### src/rtl/hfe_pkg.sv
// Package: types, constants and helpers shared by the Huffman encoder and bit packer.
package hfe_pkg;

  localparam int MAX_CODE_LEN = 32;
  localparam int TOTAL_WIDTH  = 48;

  localparam int SYM_W       = 8;
  localparam int TABLE_DEPTH = 1 << SYM_W;
  localparam int LEN_W       = 6;
  localparam int WORD_W      = 32;
  localparam int WORD_LIMIT  = (MAX_CODE_LEN < WORD_W) ? MAX_CODE_LEN : WORD_W;
  localparam int PEND_W      = 7;
  localparam int ACC_W       = PEND_W + WORD_W;
  localparam int CNT_W       = $clog2(ACC_W + 1);
  localparam int OUT_TOT_W   = 48;

  // Command queue between the table front end and the packer; depth is a power of two.
  localparam int QDEPTH  = 4;
  localparam int QPTR_W  = $clog2(QDEPTH);
  localparam int QCNT_W  = $clog2(QDEPTH + 1);

  typedef enum logic [1:0] {
    OP_LOAD   = 2'd0,
    OP_ENCODE = 2'd1,
    OP_FLUSH  = 2'd2
  } op_e;

  typedef struct packed {
    logic [1:0]        opcode;
    logic [SYM_W-1:0]  symbol;
    logic [LEN_W-1:0]  code_len;
    logic [WORD_W-1:0] code_bits;
  } hfe_in_t;

  typedef struct packed {
    logic [7:0]           out_byte;
    logic                 byte_valid;
    logic                 last;
    logic [OUT_TOT_W-1:0] total_bits;
  } hfe_out_t;

  // One queued job for the packer: a code to append, or a flush.
  typedef struct packed {
    logic              flush;
    logic [LEN_W-1:0]  len;
    logic [WORD_W-1:0] word;
  } hfe_cmd_t;

  // Keeps the low len bits of a code word.
  function automatic logic [WORD_W-1:0] code_mask(input logic [LEN_W-1:0] len);
    logic [WORD_W-1:0] m;
    if (len >= LEN_W'(WORD_W)) m = '1;
    else                       m = ~({WORD_W{1'b1}} << len);
    return m;
  endfunction

endpackage

### src/rtl/hfe_fifo.sv
// Short command queue between the front end and the packer.
module hfe_fifo import hfe_pkg::*; (
  input  logic     clk_i,
  input  logic     rst_ni,
  input  logic     push_i,
  input  hfe_cmd_t push_cmd_i,
  output logic     full_o,
  input  logic     pop_i,
  output logic     empty_o,
  output hfe_cmd_t head_o
);

  hfe_cmd_t          slot_q [QDEPTH];
  logic [QPTR_W-1:0] wr_ptr_q, rd_ptr_q;
  logic [QCNT_W-1:0] cnt_q, cnt_d;

  assign full_o  = (cnt_q == QCNT_W'(QDEPTH));
  assign empty_o = (cnt_q == '0);
  assign head_o  = slot_q[rd_ptr_q];

  always_ff @(posedge clk_i) begin
    if (push_i) slot_q[wr_ptr_q] <= push_cmd_i;
  end

  always_comb begin
    cnt_d = cnt_q;
    case ({push_i, pop_i})
      2'b10:   cnt_d = cnt_q + QCNT_W'(1);
      2'b01:   cnt_d = cnt_q - QCNT_W'(1);
      default: cnt_d = cnt_q;
    endcase
  end

  always_ff @(posedge clk_i or negedge rst_ni) begin
    if (!rst_ni) begin
      wr_ptr_q <= '0;
      rd_ptr_q <= '0;
      cnt_q    <= '0;
    end else begin
      if (push_i) wr_ptr_q <= wr_ptr_q + QPTR_W'(1);
      if (pop_i)  rd_ptr_q <= rd_ptr_q + QPTR_W'(1);
      cnt_q <= cnt_d;
    end
  end

endmodule

### config.mk
export PLATFORM = sky130hd
export DESIGN_NAME = hfe_fifo
export DESIGN_NICKNAME = d
export VERILOG_FILES = /design/src/rtl/hfe_pkg.sv /design/src/rtl/hfe_fifo.sv
export SDC_FILE = /design/constraint.sdc
export NUM_CORES = 1
export LEC_CHECK = 0
export BUFFER_PORTS_ARGS = -buffer_cell sky130_fd_sc_hd__buf_2
export CELL_PAD_IN_SITES_DETAIL_PLACEMENT = 0
export CELL_PAD_IN_SITES_GLOBAL_PLACEMENT = 1
export CORE_MARGIN = 3
export CORE_UTILIZATION = 43
export DETAILED_ROUTE_END_ITERATION = 16
export HOLD_SLACK_MARGIN = 0.08
export PLACE_DENSITY = 0.67
export SKIP_CTS_REPAIR_TIMING = 1
export SYNTH_ARGS = -nofsm -noshare
export SYNTH_HDL_FRONTEND = slang
export SYNTH_SLANG_ARGS = --single-unit
### constraint.sdc
create_clock -name clk_i -period 2.3 [get_ports clk_i]
set_input_delay 0.115 -clock clk_i [delete_from_list [all_inputs] [get_ports clk_i]]
set_output_delay 0.115 -clock clk_i [all_outputs]
set_load 0.01 [all_outputs]
; ---- Word level (Yosys, flattened, before mapping)
; Memories as Yosys holds them, arrays and structs flattened.
; Index checks and enable logic that the tools add are counted.
[classes]
n_addsub = 4
n_reduce_logical = 2
n_eq_ne = 3
mux = 3
[ops]
columns = op, n
row1 = $pmux W3 S2, 1
row2 = $add A2 B1 Y2 const B, 2
row3 = $add A3 B1 Y3 const B, 1
row4 = $eq A3 B3 Y1 const B, 1
row5 = $logic_not A3 Y1, 1
row6 = $sub A3 B1 Y3 const B, 1
row7 = $eq A2 B1 Y1 const B, 1
row8 = $eq A2 B2 Y1 const B, 1
row9 = $mux W1, 2
row10 = $reduce_bool A2 Y1, 1
[word_totals]
ff_bits = 7
word_cells = 16
output_inout_bits = 41
input_bits = 43
memories = 1
mem_bits_rw = 156
[mem_list]
columns = name, words, width, read_ports, rd_clocked_by_memory_dff, wr, line_no
row1 = slot_q, 4, 39, 1, 0, 1, hfe_fifo.sv:13  ; hfe_cmd_t slot_q [QDEPTH];

; ---- Depth between registers and ports, before layout
[depth]
word_depth = 2
depth_mapped = 7
mapped_depth_nobuf = 7

; ---- Worst setup path before layout
; OpenSTA, ideal clock, no wires.
[synth_path]
kind = register to register
from = register wr_ptr_q[0]
to = memory slot_q[0][0] (netlist name), enable pin
arrival_ns = 1.567
setup_time_ns = 0.400
n_path_buf = 0
stages_incl_launch_ff = 4
setup_slack_ns = 0.333
synth_period_minus_slack_ns = 1.967
required_time_ns = 1.900
cell_sequence = dfrtp_1 > inv_1 > ha_1 > and2_1
[synth_rtl]
columns = item, line_no
row1 = from (decl), hfe_fifo.sv:14  ; logic [QPTR_W-1:0] wr_ptr_q, rd_ptr_q;
row2 = from (signal assigned), hfe_fifo.sv:40  ; if (push_i) wr_ptr_q <= wr_ptr_q + QPTR_W'(1);
row3 = to (decl), hfe_fifo.sv:13
; No word-level cell before the write port.

==> impl_metrics.tcl <==
set metrics [dict create \
    area_growth_pct 27.0 \
    ys_top_cells_by_area "edfxtp_1 (77%), mux4_2 (14%), dfrtp_1 (2.9%)" \
    combinational_family_with_the_most_area_after_synthesis "multiplexers" \
    numClockSinks 163 \
    critical_path_buf_inv_count 2 \
    cts_tree "done" \
    routed-via-count 2844 \
    ratio_of_cells_with_drive_above_1_in_the_final_layout_pct 39.6 \
    insertedDiodeCount 0 \
    standard_cell_rows 42 \
    clock_path_buffers 2 \
    synth.net_count 290 \
    post-route-min-period_ps 1910 \
    most-common-layout-cells "edfxtp_1 (156), buf_2 (83), dlygate4sd3_1 (43)" \
    rsz0062_at_grt "false" \
    numCtsBuffers 17 \
    ctsHtreeMaxLevel 4 \
    maxCapViolations 0 \
    drt-vias-per-instance 4.99 \
    syn_area_sq_mm 0.00607 \
    hpwl_microns 6100 \
    min_period_over_period_pct 83.2 \
    timing.critical_path.fanout_max 28 \
    place_congestion 0.712 \
    detailed_routing_iteration_count_for_the_pre_antenna_repair_pass 4 \
    yosysTopAreaCellShare_pct 77.1 \
    ys_seq_elements 163 \
    synth.largest_area_cell "edfxtp_1" \
    worst_setup_path_startpoint "rd_ptr_q[1]" \
    initial_utilization_pct 45.0 \
    final.setup.worst_slack_ps 387 \
    final_common_cell "edfxtp_1" \
    p_comb_share_pct 28.4 \
    share_of_the_synthesized_netlist_area_taken_by_xor_and_xnor_gates_pct 0.865 \
    seq_pwr_share_pct 43.5 \
    switching_power_uw 2520 \
    filler_cell_count 1020 \
    root_buffer "clkbuf_16" \
    timing.rr.start "wr_ptr_q[0]" \
    setup_total_negative_slack_ps 0 \
    timing_max_transition_violations_final 0 \
    leakage_uw 0.00273 \
    drt-wirelength-per-cell_microns 18.0 \
    io_buffers 83 \
    finalWirelength_microns 10300 \
    hold_path_startpoint "push_cmd_i[37]" \
    design.portCount 84 \
    adder_and_majority_gate_portion_of_the_synthesized_area_pct 1.36 \
    placed_cells_incl_taps 498 \
    timing.critical_path.required_ps 2180 \
    fmax_mhz 523 \
    clk_latency_ps 410 \
    timing_hold_violations_final 0 \
    worstMarginPinSlew_ps 504 \
    timing.critical_path.slowest_stage_cell "dfrtp_2" \
    drtAntennaViolNets 0 \
    final-instance-count-excl-fill 570 \
    worst_hold_path_type "input port to flip-flop" \
    antenna_found_initial 0 \
    ir_drop_mv 0.587 \
    syn_inst 241 \
    syn-mean-instance-area_sq_um 25.2 \
    post_synth_and_or_nand_nor_area_fraction_pct 0.845 \
    drcViolationCount 0 \
    grt_first_pass_wirelength_microns 15900 \
    design.die.area_sq_mm 0.0156 \
    critical_path_arrival_ps 1800 \
    relSlewSlack_pct 66.4 \
    first_global_vias 2874 \
    synthesis.yosys.warnings 0 \
    post_synth_mux_area_share_pct 14.5 \
    worst-setup-path-type "flip-flop to output pin" \
    ys_seq_area_share_pct 80.0 \
    post_synth_num_cell_types 18 \
    fp.dieW_microns 125 \
    final-seq-area_sq_mm 0.00486 \
    timing.critical_path.cells "buf_12 > mux4_2 > buf_2" \
    timing.critical_path.max_delay_family "flip-flops" \
    initialDrtViolationCount 227 \
    dieHeight_microns 125 \
    final_core_util_pct 57.1 \
    grt_max_degree 40 \
    run_status "complete, no violations" \
    clk_pin_slew_worst_paths_ps 60 \
    core_area_sq_mm 0.0135 \
    critPathLaunchType "flip-flop" \
    power_report.internal_total_uw 6870 \
    overflow 0 \
    finalHoldWorstSlack_ps 452 \
    switching_share_of_total_power_pct 26.8 \
    setup_viol 0 \
    share_of_power_burned_in_the_clock_network_pct 28.1 \
    post_synthesis_compound_gate_area_fraction_pct 0.165 \
    combined_area_of_the_multi_input_logic_cells_sq_mm 0.00108 \
    p_per_area_mw_per_mm2 1220 \
    worstSetupEndpointType "output pin" \
    worst_path_largest_cell_delay_ps 590 \
    design.final.nets 433 \
    overall_routing_resource_usage_pct 13.6 \
    worst_clock_skew_ps 10.5 \
    detailedPlace.worstSlack_ps 587 \
]
## power groups by stage
stage / clock, uW / combinational [uW] / sequential (uW)
floorplan: 0 / 1870 / 4070
global placement: 0 / 2680 / 4130
detailed placement: 0 / 2680 / 4160
CTS: 2700 / 2690 / 4100
global route: 2840 / 2900 / 4150
finish: 2640 / 2660 / 4090
## path summary, 6_finish.rpt
check | end | slack, ps | cells past startpoint
hold reg to reg | cnt_q[2] | 490 | 1
setup / recovery | head_o[26] | 390 | 3
setup reg to reg | slot_q[2][13] | 620 | 4
max in group asynchronous | rd_ptr_q[1] | 1360 | 3
hold / removal | slot_q[2][37] | 450 | 2
min in group asynchronous | wr_ptr_q[1] | 670 | 3
## Yosys cell counts
cell      instances
edfxtp_1        156
mux4_2           38
dfrtp_1           7
inv_1             6
ha_1              5
and2_1            4
buf_12            4
buf_2             4
xor2_1            4
nand2_1           3
o21ai_0           2
xnor2_1           2
and3_1            1
buf_6             1
fa_1              1
mux4_1            1
nor2_1            1
nor3_1            1
## cells by family after synthesis
family	Yosys count
AO/OA/AOI/OAI	2
flip-flops	163
multiplexers	39
buffers and inverters	15
XOR/XNOR	6
AND/OR/NAND/NOR	10
adder cells (fa/ha/maj)	6
## sequential cells by signal (all words and copies together) (netlist names)
name / count
cnt_q: 3
rd_ptr_q: 2
wr_ptr_q: 2
slot_q: 156
## through the flow
stage	instance area [sq um]	power [uW]
2_1_floorplan	6070	5930
3_3_place_gp	6730	6810
3_5_place_dp	6730	6840
4_1_cts	7280	9490
5_1_grt	7710	9890
6_report	7710	9390
## metal layers
metal  share of wire [%]  global-route usage [%]  wire (microns)  vias up
li1                    -                       -               -     1293
met1                  44                    17.6            4560     1457
met2                  49                    21.0            5060       85
met3                 5.6                    6.22             577        9
met4                0.86                    4.08              88        0
met5                   0                       0               0        -
## area by class of cell
type	instances	share of cell area, %
Inverter	6	0.292
Timing Repair Buffer	133	12.6
Clock inverter	9	1.49
Sequential cell	163	63.0
Multi-Input combinational cell	63	14.0
Clock buffer	20	5.66
Tap cell	176	2.85
Power figures use the tool's default switching activity.
