<file path="src/rtl/hfe_pkg.sv">
// Package: types, constants and helpers shared by the Huffman encoder and bit packer.
package hfe_pkg;

  localparam int MAX_CODE_LEN = 32;
  localparam int TOTAL_WIDTH  = 48;

  localparam int SYM_W       = 8;
  localparam int TABLE_DEPTH = 1 << SYM_W;
  localparam int LEN_W       = 6;
  localparam int WORD_W      = 32;
  localparam int WORD_LIMIT  = (MAX_CODE_LEN < WORD_W) ? MAX_CODE_LEN : WORD_W;
  localparam int PEND_W      = 7;
  localparam int ACC_W       = PEND_W + WORD_W;
  localparam int CNT_W       = $clog2(ACC_W + 1);
  localparam int OUT_TOT_W   = 48;

  // Command queue between the table front end and the packer; depth is a power of two.
  localparam int QDEPTH  = 4;
  localparam int QPTR_W  = $clog2(QDEPTH);
  localparam int QCNT_W  = $clog2(QDEPTH + 1);

  typedef enum logic [1:0] {
    OP_LOAD   = 2'd0,
    OP_ENCODE = 2'd1,
    OP_FLUSH  = 2'd2
  } op_e;

  typedef struct packed {
    logic [1:0]        opcode;
    logic [SYM_W-1:0]  symbol;
    logic [LEN_W-1:0]  code_len;
    logic [WORD_W-1:0] code_bits;
  } hfe_in_t;

  typedef struct packed {
    logic [7:0]           out_byte;
    logic                 byte_valid;
    logic                 last;
    logic [OUT_TOT_W-1:0] total_bits;
  } hfe_out_t;

  // One queued job for the packer: a code to append, or a flush.
  typedef struct packed {
    logic              flush;
    logic [LEN_W-1:0]  len;
    logic [WORD_W-1:0] word;
  } hfe_cmd_t;

  // Keeps the low len bits of a code word.
  function automatic logic [WORD_W-1:0] code_mask(input logic [LEN_W-1:0] len);
    logic [WORD_W-1:0] m;
    if (len >= LEN_W'(WORD_W)) m = '1;
    else                       m = ~({WORD_W{1'b1}} << len);
    return m;
  endfunction

endpackage

</file>
<file path="src/rtl/hfe_packer.sv">
// Back end: bit accumulator, byte emission and the output register.
module hfe_packer import hfe_pkg::*; (
  input  logic     clk_i,
  input  logic     rst_ni,
  input  logic     q_empty_i,
  input  hfe_cmd_t head_i,
  output logic     pop_o,
  output logic     out_valid_o,
  input  logic     out_stall_i,
  output hfe_out_t out_data_o
);

  logic [ACC_W-1:0]       acc_q, acc_d;
  logic [CNT_W-1:0]       cnt_q, cnt_d;
  logic [TOTAL_WIDTH-1:0] bit_total_q, bit_total_d;
  logic                   out_valid_q, out_valid_d;
  hfe_out_t               out_q, out_d;

  logic                   out_ready;
  logic                   draining;
  logic [PEND_W-1:0]      pend;
  logic [7:0]             byte_sel;
  logic [PEND_W+7:0]      flush_wide;
  logic [ACC_W-1:0]       acc_shift;

  assign out_ready = !out_valid_q || !out_stall_i;
  assign draining  = (cnt_q >= CNT_W'(8));

  // Pending bits when idle (count below 8); stale upper bits are masked off.
  assign pend = acc_q[PEND_W-1:0] &
                ((PEND_W'(1) << cnt_q[2:0]) - PEND_W'(1));

  assign acc_shift  = acc_q >> (cnt_q - CNT_W'(8));
  assign byte_sel   = acc_shift[7:0];
  assign flush_wide = {8'b0, pend} << (4'd8 - {1'b0, cnt_q[2:0]});

  always_comb begin
    acc_d       = acc_q;
    cnt_d       = cnt_q;
    bit_total_d = bit_total_q;
    out_valid_d = out_valid_q;
    out_d       = out_q;
    pop_o       = 1'b0;
    if (out_ready) out_valid_d = 1'b0;
    if (draining) begin
      if (out_ready) begin
        out_valid_d      = 1'b1;
        out_d.out_byte   = byte_sel;
        out_d.byte_valid = 1'b1;
        out_d.last       = (cnt_q < CNT_W'(16));
        out_d.total_bits = '0;
        cnt_d            = cnt_q - CNT_W'(8);
      end
    end else if (!q_empty_i) begin
      if (!head_i.flush) begin
        pop_o       = 1'b1;
        acc_d       = ({{WORD_W{1'b0}}, pend} << head_i.len) |
                      {{PEND_W{1'b0}}, head_i.word};
        cnt_d       = cnt_q + CNT_W'(head_i.len);
        bit_total_d = bit_total_q + {{(TOTAL_WIDTH-LEN_W){1'b0}}, head_i.len};
      end else if (out_ready) begin
        pop_o            = 1'b1;
        out_valid_d      = 1'b1;
        out_d.out_byte   = flush_wide[7:0];
        out_d.byte_valid = (cnt_q != '0);
        out_d.last       = 1'b1;
        out_d.total_bits = OUT_TOT_W'(bit_total_q);
        cnt_d            = '0;
      end
    end
  end

  always_ff @(posedge clk_i) begin
    acc_q <= acc_d;
    out_q <= out_d;
  end

  always_ff @(posedge clk_i or negedge rst_ni) begin
    if (!rst_ni) begin
      cnt_q       <= '0;
      bit_total_q <= '0;
      out_valid_q <= 1'b0;
    end else begin
      cnt_q       <= cnt_d;
      bit_total_q <= bit_total_d;
      out_valid_q <= out_valid_d;
    end
  end

  assign out_valid_o = out_valid_q;
  assign out_data_o  = out_q;

  a_cnt_range: assert property (@(posedge clk_i) disable iff (!rst_ni)
    cnt_q <= CNT_W'(ACC_W))
    else $error("bit count beyond accumulator");

  a_flush_clears: assert property (@(posedge clk_i) disable iff (!rst_ni)
    (pop_o && head_i.flush) |=> (cnt_q == '0))
    else $error("flush left pending bits");

  a_no_pop_draining: assert property (@(posedge clk_i) disable iff (!rst_ni)
    draining |-> !pop_o)
    else $error("job taken while bytes still pending");

  a_marker_last: assert property (@(posedge clk_i) disable iff (!rst_ni)
    (out_valid_q && !out_q.byte_valid) |-> out_q.last)
    else $error("empty marker without last");

endmodule

</file>
<file path="config.mk">
export PLATFORM = sky130hd
export DESIGN_NAME = hfe_packer
export DESIGN_NICKNAME = d
export VERILOG_FILES = /design/src/rtl/hfe_pkg.sv /design/src/rtl/hfe_packer.sv
export SDC_FILE = /design/constraint.sdc
export NUM_CORES = 1
export LEC_CHECK = 0
export CAP_MARGIN = 20
export CELL_PAD_IN_SITES_DETAIL_PLACEMENT = 1
export CELL_PAD_IN_SITES_GLOBAL_PLACEMENT = 2
export CORE_ASPECT_RATIO = 1.1
export CORE_MARGIN = 2
export CORE_UTILIZATION = 42
export DETAILED_ROUTE_END_ITERATION = 8
export DONT_BUFFER_PORTS = 1
export PLACE_DENSITY_LB_ADDON = 0.3
export SLEW_MARGIN = 20
export SYNTH_ARGS = -nofsm -noshare
export SYNTH_HDL_FRONTEND = slang
export SYNTH_SLANG_ARGS = --single-unit
</file>
<file path="constraint.sdc">
create_clock -name clk_i -period 7 [get_ports clk_i]
set_input_delay 0.35 -clock clk_i [delete_from_list [all_inputs] [get_ports clk_i]]
set_output_delay 0.35 -clock clk_i [all_outputs]
set_load 0.05 [all_outputs]
</file>
After elaboration in Yosys (flattened, before gate mapping)
Index checks and enable logic that the tools add are counted.
- $add $sub $neg: 5
- $lt $le $gt $ge: 2
- equal/unequal tests: 3
- shift-type cells: 4
- multiplexer cells: 19
- bitwise operators: 5
- reduce and logical (&&, ||, !) cells: 8
- operators with widths (kind ; count):
    2-to-1 mux 58 bit ; 5
    adder 48 x 6 -> 48 bit ; 1
    OR 39 x 32 -> 39 bit ; 1
    left shift 7 x 6 -> 39 bit ; 1
    right shift 39 x 6 -> 8 bit ; 1
    2-to-1 mux 6 bit ; 5
    2-to-1 mux 1 bit ; 9
    AND reduction 3 bit ; 3
    left shift 7 x 4 -> 8 bit ; 1
    AND 7 bit ; 1
    left shift 1 x 3 -> 7 bit (first input constant) ; 1
    subtractor 7 x 1 -> 7 bit (second input constant) ; 1
    adder 6 bit ; 1
    greater-or-equal comparator 6 x 4 -> 1 bit (second input constant) ; 1
    < comparator 6 x 5 -> 1 bit (second input constant) ; 1
    nonzero test 6 bit ; 1
    subtractor 6 x 4 -> 6 bit (second input constant) ; 1
    inequality test 2 x 1 -> 1 bit (second input constant) ; 2
    subtractor 4 x 3 -> 4 bit (first input constant) ; 1
    NOT 1 bit ; 3
    zero test 1 bit ; 2
    inequality test 2 bit (second input constant) ; 1
    nonzero test 2 bit ; 1
    logical OR 1 bit ; 1
- flip-flop bits (word level): 152
- bits of input ports: 43
- output and inout bits: 60
- logic and storage cells: 54

Logic depth before layout (Yosys ltp)
Gate-level depths: netlist (run 1).
- word-level depth: 8
- mapped depth: 12

Worst setup path after synthesis (run 1)
OpenSTA, ideal clock, no wires.
- path type: reg-to-reg
- start: register cnt_q[1]
- end: register out_q (netlist bit out_data_o[0]), enable pin
- setup time: 563 ps
- arrival time: 5847 ps
- setup slack: 591 ps
- stages on the path, launching flop included: 7
- buffers on the path: 3
- period minus slack after synthesis: 6409 ps
- path through: dfrtp_1 > clkbuf_1 > nor4b_2 > nor2_1 > clkbuf_1 > clkbuf_1 > a21boi_0
- word-level cells in the longest chain between the ends: 3
- RTL lines (item ; line ; text):
    start: declaration ; hfe_packer.sv:14 ; logic [CNT_W-1:0] cnt_q, cnt_d;
    start signal: assignment ; hfe_packer.sv:84 ; cnt_q <= cnt_d;
    greater-or-equal comparator 6 x 4 -> 1 bit (*) ; hfe_packer.sv:27 ; assign draining = (cnt_q >= CNT_W'(8));
    inequality test 2 x 1 -> 1 bit (no line) / nonzero test 2 bit (equally long branches) ; n/a ;
    AND reduction 3 bit (no line) (*) ; n/a ;
    end signal: assignment ; hfe_packer.sv:75 ; out_q <= out_d;
    end: declaration ; hfe_packer.sv:17 ; hfe_out_t out_q, out_d;
Every way passes the cells marked *; elsewhere a longest branch is shown, timed or not.
A chain may end at the register's enable or synchronous reset.

Worst setup path in the final report (run 1)
- start: register cnt_q[0]
- end: register out_q (netlist bit out_data_o[44]), enable pin
The elaborated chain is that of the path after synthesis.

==> flow_summary.ini, run 1 <==
[routing]
wl_per_cell_um = 23.46
first_iter_violations = 525
drt_first_pass_iters = 5
vias = 7035
drt-total-wl_um = 26790
via_per_inst = 6.160
drc = 0
ant_nets = 0

[clock_tree]
cts_tree = yes
cts_root_buf = clkbuf_16
cts.htree.levels = 4
clk-insertion-delay-late_ns = 0.45
cts_made_buffers = 17
clock_sinks = 152
path_clk_slew_ns = 0.08
clock_path_buffers = 2

[cells_and_area]
fin_nets = 903
layout_commonest_cell = edfxtp_1
fin_cells = 1142
antenna_cells = 0
seq_area_sq_um = 4292
layout_common_cells = edfxtp_1, nand2_1, nor2_1, and2_1, dfrtp_1
area_delta_synth_final_pct = 9.361
fillCellCount = 2322
drive_gt1_frac = 0.1232
multi_input_area_sq_um = 4718

[synthesis]
synth_top_cells_by_area = edfxtp_1, dfrtp_1, mux4_2
ys_seq_area_frac = 0.4631
syn_nets = 922
syn_area_per_cell_sq_um = 10.80
synth-async-reset-ratio = 0.3618
yosysTopAreaCellShare = 0.3145
ys.warnings.count = 0
synth_ff_type = edfxtp_1
synth_cells = 858
synth_top_cell_by_area = edfxtp_1
syn_area_sq_um = 9263
synthDistinctLibCells = 72
ys_ff_latch = 152
synth_edf_count = 97

[die]
dieArea_sq_um = 23260
die_x_um = 145.6
coreArea_sq_um = 21510
die_height_um = 159.8
num_io_pins = 103
start_util = 0.4306
num_rows = 56

[critical_path]
worstSetupEndpointType = flop
required_ns = 7.08
rr_endpoint = out_data_o[44]
critPathLaunchType = flop
worstPathArrival_ns = 3.89
worstPathMaxFanout = 67
r2r_start = cnt_q[0]
path_class = reg2reg
r2r.worst_path.cells = 6
reg2reg_slack_ns = 3.19

[run_status]
run_status = completed

[worst_hold_path]
hp-start = head_i[6]
hold_path_depth = 1
min_to = acc_q[6]
hold_path_class = in2reg

[sta]
setup_tns_ns = 0
fin_crit_sh = 0.5442
slew_headroom = 0.2927
drv_slew = 0
min_period_ns = 3.809
rsz0062_at_grt = false
tightest_slew_ns = 1.059
setup_viol = 0
skew_ns = 0.01772
hold_viol = 0
timing.fmax_mhz = 262.5

[grt]
antenna_found_initial = 0
grt_pass1_wl_um = 42970
grt-ovfl-total = 0
grt_pass1_vias = 7283
grt_start_max_net_pins = 68
grt_use_total = 0.2364

[placement]
finalWeightedCongestion = 0.8844
hpwl_um = 19330
placedCellCount = 1108
io_buffer_count = 0

[power_and_ir_drop]
power_leakage_nw = 3.923
vdd_drop_max_mv = 0.1920
powerDensity_nw_per_um2 = 400.1

[run]
max_cap_violations = 0
[through the flow]
| step | util | hold slack, ns | power, mW | instance area (sq um) | setup slack, ns |
|---|---|---|---|---|---|
| floorplan | - | 0.05441 | 2.727 | 9263 | 0.5906 |
| global route | 0.4709 | 0.05534 | 4.272 | 10130 | 2.855 |
| detailed placement | 0.4413 | 0.05704 | 3.108 | 9493 | 3.154 |
| finish | 0.4709 | 0.05815 | 4.052 | 10130 | 3.191 |
| CTS | 0.4709 | 0.05526 | 4.059 | 10130 | 3.130 |
| global placement | 0.4413 | 0.05739 | 3.068 | 9493 | 3.297 |
[metal layers]
layer / wire length [um] / GRT usage / vias to the layer above
li1: - / - / 3170
met1: 12100 / 0.3301 / 3617
met2: 12570 / 0.3651 / 209
met3: 1499 / 0.05486 / 39
met4: 617 / 0.07888 / 0
met5: 0 / 0 / -
[worst max-delay path: stages (launching register included)]
cell	delay (ns)
dfrtp_2	0.41
buf_4	0.38
nor4b_2	0.96
nor2_4	0.02
buf_4	0.31
a21boi_4	0.76
buf_4	0.54
[how the worst max path moves through the flow]
stage          startpoint             end  depth (start not counted)
2_1_floorplan    cnt_q[1]   out_data_o[0]                          6
3_3_place_gp     cnt_q[0]  out_data_o[52]                          6
3_5_place_dp     cnt_q[0]  out_data_o[52]                          6
4_1_cts          cnt_q[0]  out_data_o[44]                          6
5_1_grt          cnt_q[0]  out_data_o[55]                          6
6_report         cnt_q[0]  out_data_o[44]                          6
[layout make-up]
| cell class | count | area share |
|---|---|---|
| multi-input cells | 641 | 0.4658 |
| inverters | 18 | 0.006670 |
| repair buffers | 9 | 0.008893 |
| clock inverters | 15 | 0.01717 |
| clock buffers | 17 | 0.04200 |
| flip-flops and latches | 152 | 0.4237 |
| well taps | 290 | 0.03582 |
[report_power, final]
part / total (mW) / switching (mW) / internal (mW)
registers: 1.56 / 0.414 / 1.15
logic: 1.55 / 0.974 / 0.578
clock network: 0.938 / 0.458 / 0.480
[registers in the layout, summed over array words and instances (netlist names), named ones only]
register,flops
out_data_o,58
cnt_q,6
acc_q,39
bit_total_q,48
[kinds of logic (layout without fill, tap and decap cells)]
kind of cell    count (synthesis)  in the layout  share of synthesized area
mux                            73             73                     0.1195
xor+xnor                       53             53                    0.05012
flops                         152            152                     0.4631
buf+inv                        65             59                    0.02958
simple gates                  323            323                     0.1772
compound gates                171            171                     0.1305
fa+ha+maj                      21             21                    0.02999
[repair_timing]
action                                  CTS  global route
endpoints found under the hold margin    55             0
hold buffers                              2             0
gates resized for setup                   0             0
endpoints found under the setup margin    0             0
buffers inserted                          0             0
[Yosys cell counts, drive strengths merged (27+ instances only)]
master / count
nand3: 29
a21oi: 27
nor2: 65
clkbuf: 27
xor2: 28
nand2: 85
mux4: 29
and2: 54
o21ai: 30
edfxtp: 97
dfrtp: 55
mux2i: 33
Note: power is estimated with default switching activity, not from simulation.
==> run 2: changes to the inputs <==
--- a/config.mk
+++ b/config.mk
@@ -5,12 +5,13 @@
 export SDC_FILE = /design/constraint.sdc
 export NUM_CORES = 1
 export LEC_CHECK = 0
+export ABC_AREA = 1
 export CAP_MARGIN = 20
 export CELL_PAD_IN_SITES_DETAIL_PLACEMENT = 1
 export CELL_PAD_IN_SITES_GLOBAL_PLACEMENT = 2
 export CORE_ASPECT_RATIO = 1.1
 export CORE_MARGIN = 2
-export CORE_UTILIZATION = 42
+export CORE_UTILIZATION = 37
 export DETAILED_ROUTE_END_ITERATION = 8
 export DONT_BUFFER_PORTS = 1
 export PLACE_DENSITY_LB_ADDON = 0.3
==> constraint.sdc (replaced) <==
create_clock -name clk_i -period 3.9 [get_ports clk_i]
set_input_delay 0.195 -clock clk_i [delete_from_list [all_inputs] [get_ports clk_i]]
set_output_delay 0.195 -clock clk_i [all_outputs]
set_load 0.05 [all_outputs]
==> flow_summary.ini, run 2 <==
[synthesis]
synth_top_cells_by_area = edfxtp_1, nand2_1, dfrtp_1
syn_nets = 1409
synthDistinctLibCells = 52
synth_top_cell_by_area = edfxtp_1
synth_cells = 1345
synth.most_common_cell = nand2_1
ys_seq_area_frac = 0.4302
synth_xor_area_frac = 0.03250
synth_compound_area_frac = 0.08997
synth_top_family_by_area = simple AND/OR/NAND/NOR gates
syn_area_sq_um = 9971
synth_edf_count = 97
synthMuxAreaShare = 0
syn_area_per_cell_sq_um = 7.413
ys.warnings.count = 0
ys_ff_latch = 152
synth-async-reset-ratio = 0.3618
yosys-top-cells-count = nand2_1, nand3_1, inv_1
synth_fa_ha_area_frac = 0.02786
yosysTopAreaCellShare = 0.2921
synth_ff_type = edfxtp_1
synth-simple-area-share = 0.3416

[cells_and_area]
fin_cells = 1733
layout_commonest_cell = nand2_1
design_area_sq_um = 11250
utilization = 0.4210
layout_common_cells = nand2_1, nand3_1, inv_1, nor2_1, edfxtp_1
drive_gt1_frac = 0.05596
area_delta_synth_final_pct = 12.82
antenna_cells = 0
fillCellCount = 3322
largest_reg_flops = 58
fin_nets = 1427

[clock_tree]
cts-hold-fix-buffers = 42
clock_path_buffers = 2
path_clk_slew_ns = 0.07
cts_resized = 0
clk-insertion-delay-late_ns = 0.44
clock_sinks = 152
cts_made_buffers = 17
postCtsSetupBuffers = 0
cts_root_buf = clkbuf_16
cts_tree = yes
cts.htree.levels = 4

[critical_path]
reg2reg_slack_ns = 0.73
required_ns = 4.19
worstPathArrival_ns = 3.46
critPathLaunchType = flop
worstPathMaxFanout = 17
path_class = reg2reg
worstSetupEndpointType = flop

[placement]
finalWeightedCongestion = 0.8745
hpwl_um = 25340
dpl-instance-area_sq_um = 10260
placedCellCount = 1658
io_buffer_count = 0
place_ws_ns = 0.7574

[grt]
gr-usage-met2 = 0.4655
grt_pass1_vias = 9617
antenna_found_initial = 0
grt_use_total = 0.2503
grt_pass1_wl_um = 53900
top_usage_layer = met2
use_met1 = 0.2668
grt-ovfl-total = 0
grt_start_max_net_pins = 67
met3_usage = 0.04252

[die]
start_util = 0.3731
num_io_pins = 103
die_height_um = 176.2
num_rows = 63
die_x_um = 160.5
dieArea_sq_um = 28280
coreArea_sq_um = 26720

[power_and_ir_drop]
power_leakage_nw = 4.858
vdd_drop_max_mv = 0.2966
powerDensity_nw_per_um2 = 739.2

[sta]
min_period_ns = 3.171
setup_viol = 0
tightest_slew_ns = 0.8574
setup_tns_ns = 0
fin_ws_ns = 0.7294
rsz0062_at_grt = false
timing.fmax_mhz = 315.4
slew_headroom = 0.4263
skew_ns = 0.01225
fin_crit_sh = 0.8130
hold_viol = 0
drv_slew = 0

[run]
max_cap_violations = 0

[routing]
drt_first_pass_iters = 5
drt-total-wl_um = 34150
ant_nets = 0
via_per_inst = 5.224
drc = 0
first_iter_violations = 519
wl_per_cell_um = 19.70
vias = 9054

[run_status]
run_status = completed

[worst_hold_path]
hold_path_class = in2reg
[run 2: where the power goes]
| group | switching (mW) | total, mW | internal (mW) |
|---|---|---|---|
| Sequential | 0.937 | 3.17 | 2.23 |
| Combinational | 2.50 | 3.58 | 1.08 |
| Clock | 0.701 | 1.57 | 0.870 |
[run 2: cells by family (layout without fill, tap and decap cells)]
kind of cell | after synthesis | count (layout)
AO/OA/AOI/OAI | 157 | 157
XOR/XNOR | 37 | 37
adder cells (fa/ha/maj) | 21 | 21
buffers and inverters | 195 | 226
flip-flops | 152 | 152
AND/OR/NAND/NOR | 783 | 783
[run 2: metrics by stage]
stage | hold WS, ns | power, mW
floorplan | -0.1006 | 5.729
global placement | -0.09769 | 6.681
detailed placement | -0.09819 | 6.730
CTS | 0.0008059 | 8.381
global route | 0.01039 | 8.967
finish | 0.01148 | 8.316
[run 2: path summary, 6_finish.rpt]
path	startpoint	endpoint	depth (start not counted)
worst max register to register	cnt_q[3]	out_data_o[50]	10
min in group asynchronous	rst_ni	bit_total_q[36]	2
worst min register to register	bit_total_q[47]	bit_total_q[47]	2
max in group asynchronous	rst_ni	bit_total_q[7]	2
worst max-delay path	cnt_q[3]	out_data_o[50]	10
worst min-delay path	head_i[37]	acc_q[36]	2
[run 2: final cells by class]
class,count,area (sq um),area share
clock inverter,13,106.4,0.009454
timing repair buffer,54,530.5,0.04716
clock buffer,19,432.9,0.03848
sequential,152,4290,0.3814
inverter,140,530.5,0.04716
tap,357,446.7,0.03971
multi-input combinational,998,4912,0.4367
[run 2: per-layer routing]
metal | share of wire | routed length, um
met1 | 0.39 | 13260
met2 | 0.53 | 17950
met3 | 0.031 | 1065
met4 | 0.055 | 1879
met5 | 0 | 0
[run 2: worst max-delay path: stages (launching register included)]
cell,delay [ns]
dfrtp_1,0.75
inv_1,0.41
ha_1,0.53
clkinv_1,0.32
nor2_1,0.49
nand2_1,0.11
nand2_1,0.08
inv_1,0.05
nand2_1,0.09
nand2_1,0.06
a21oi_1,0.13
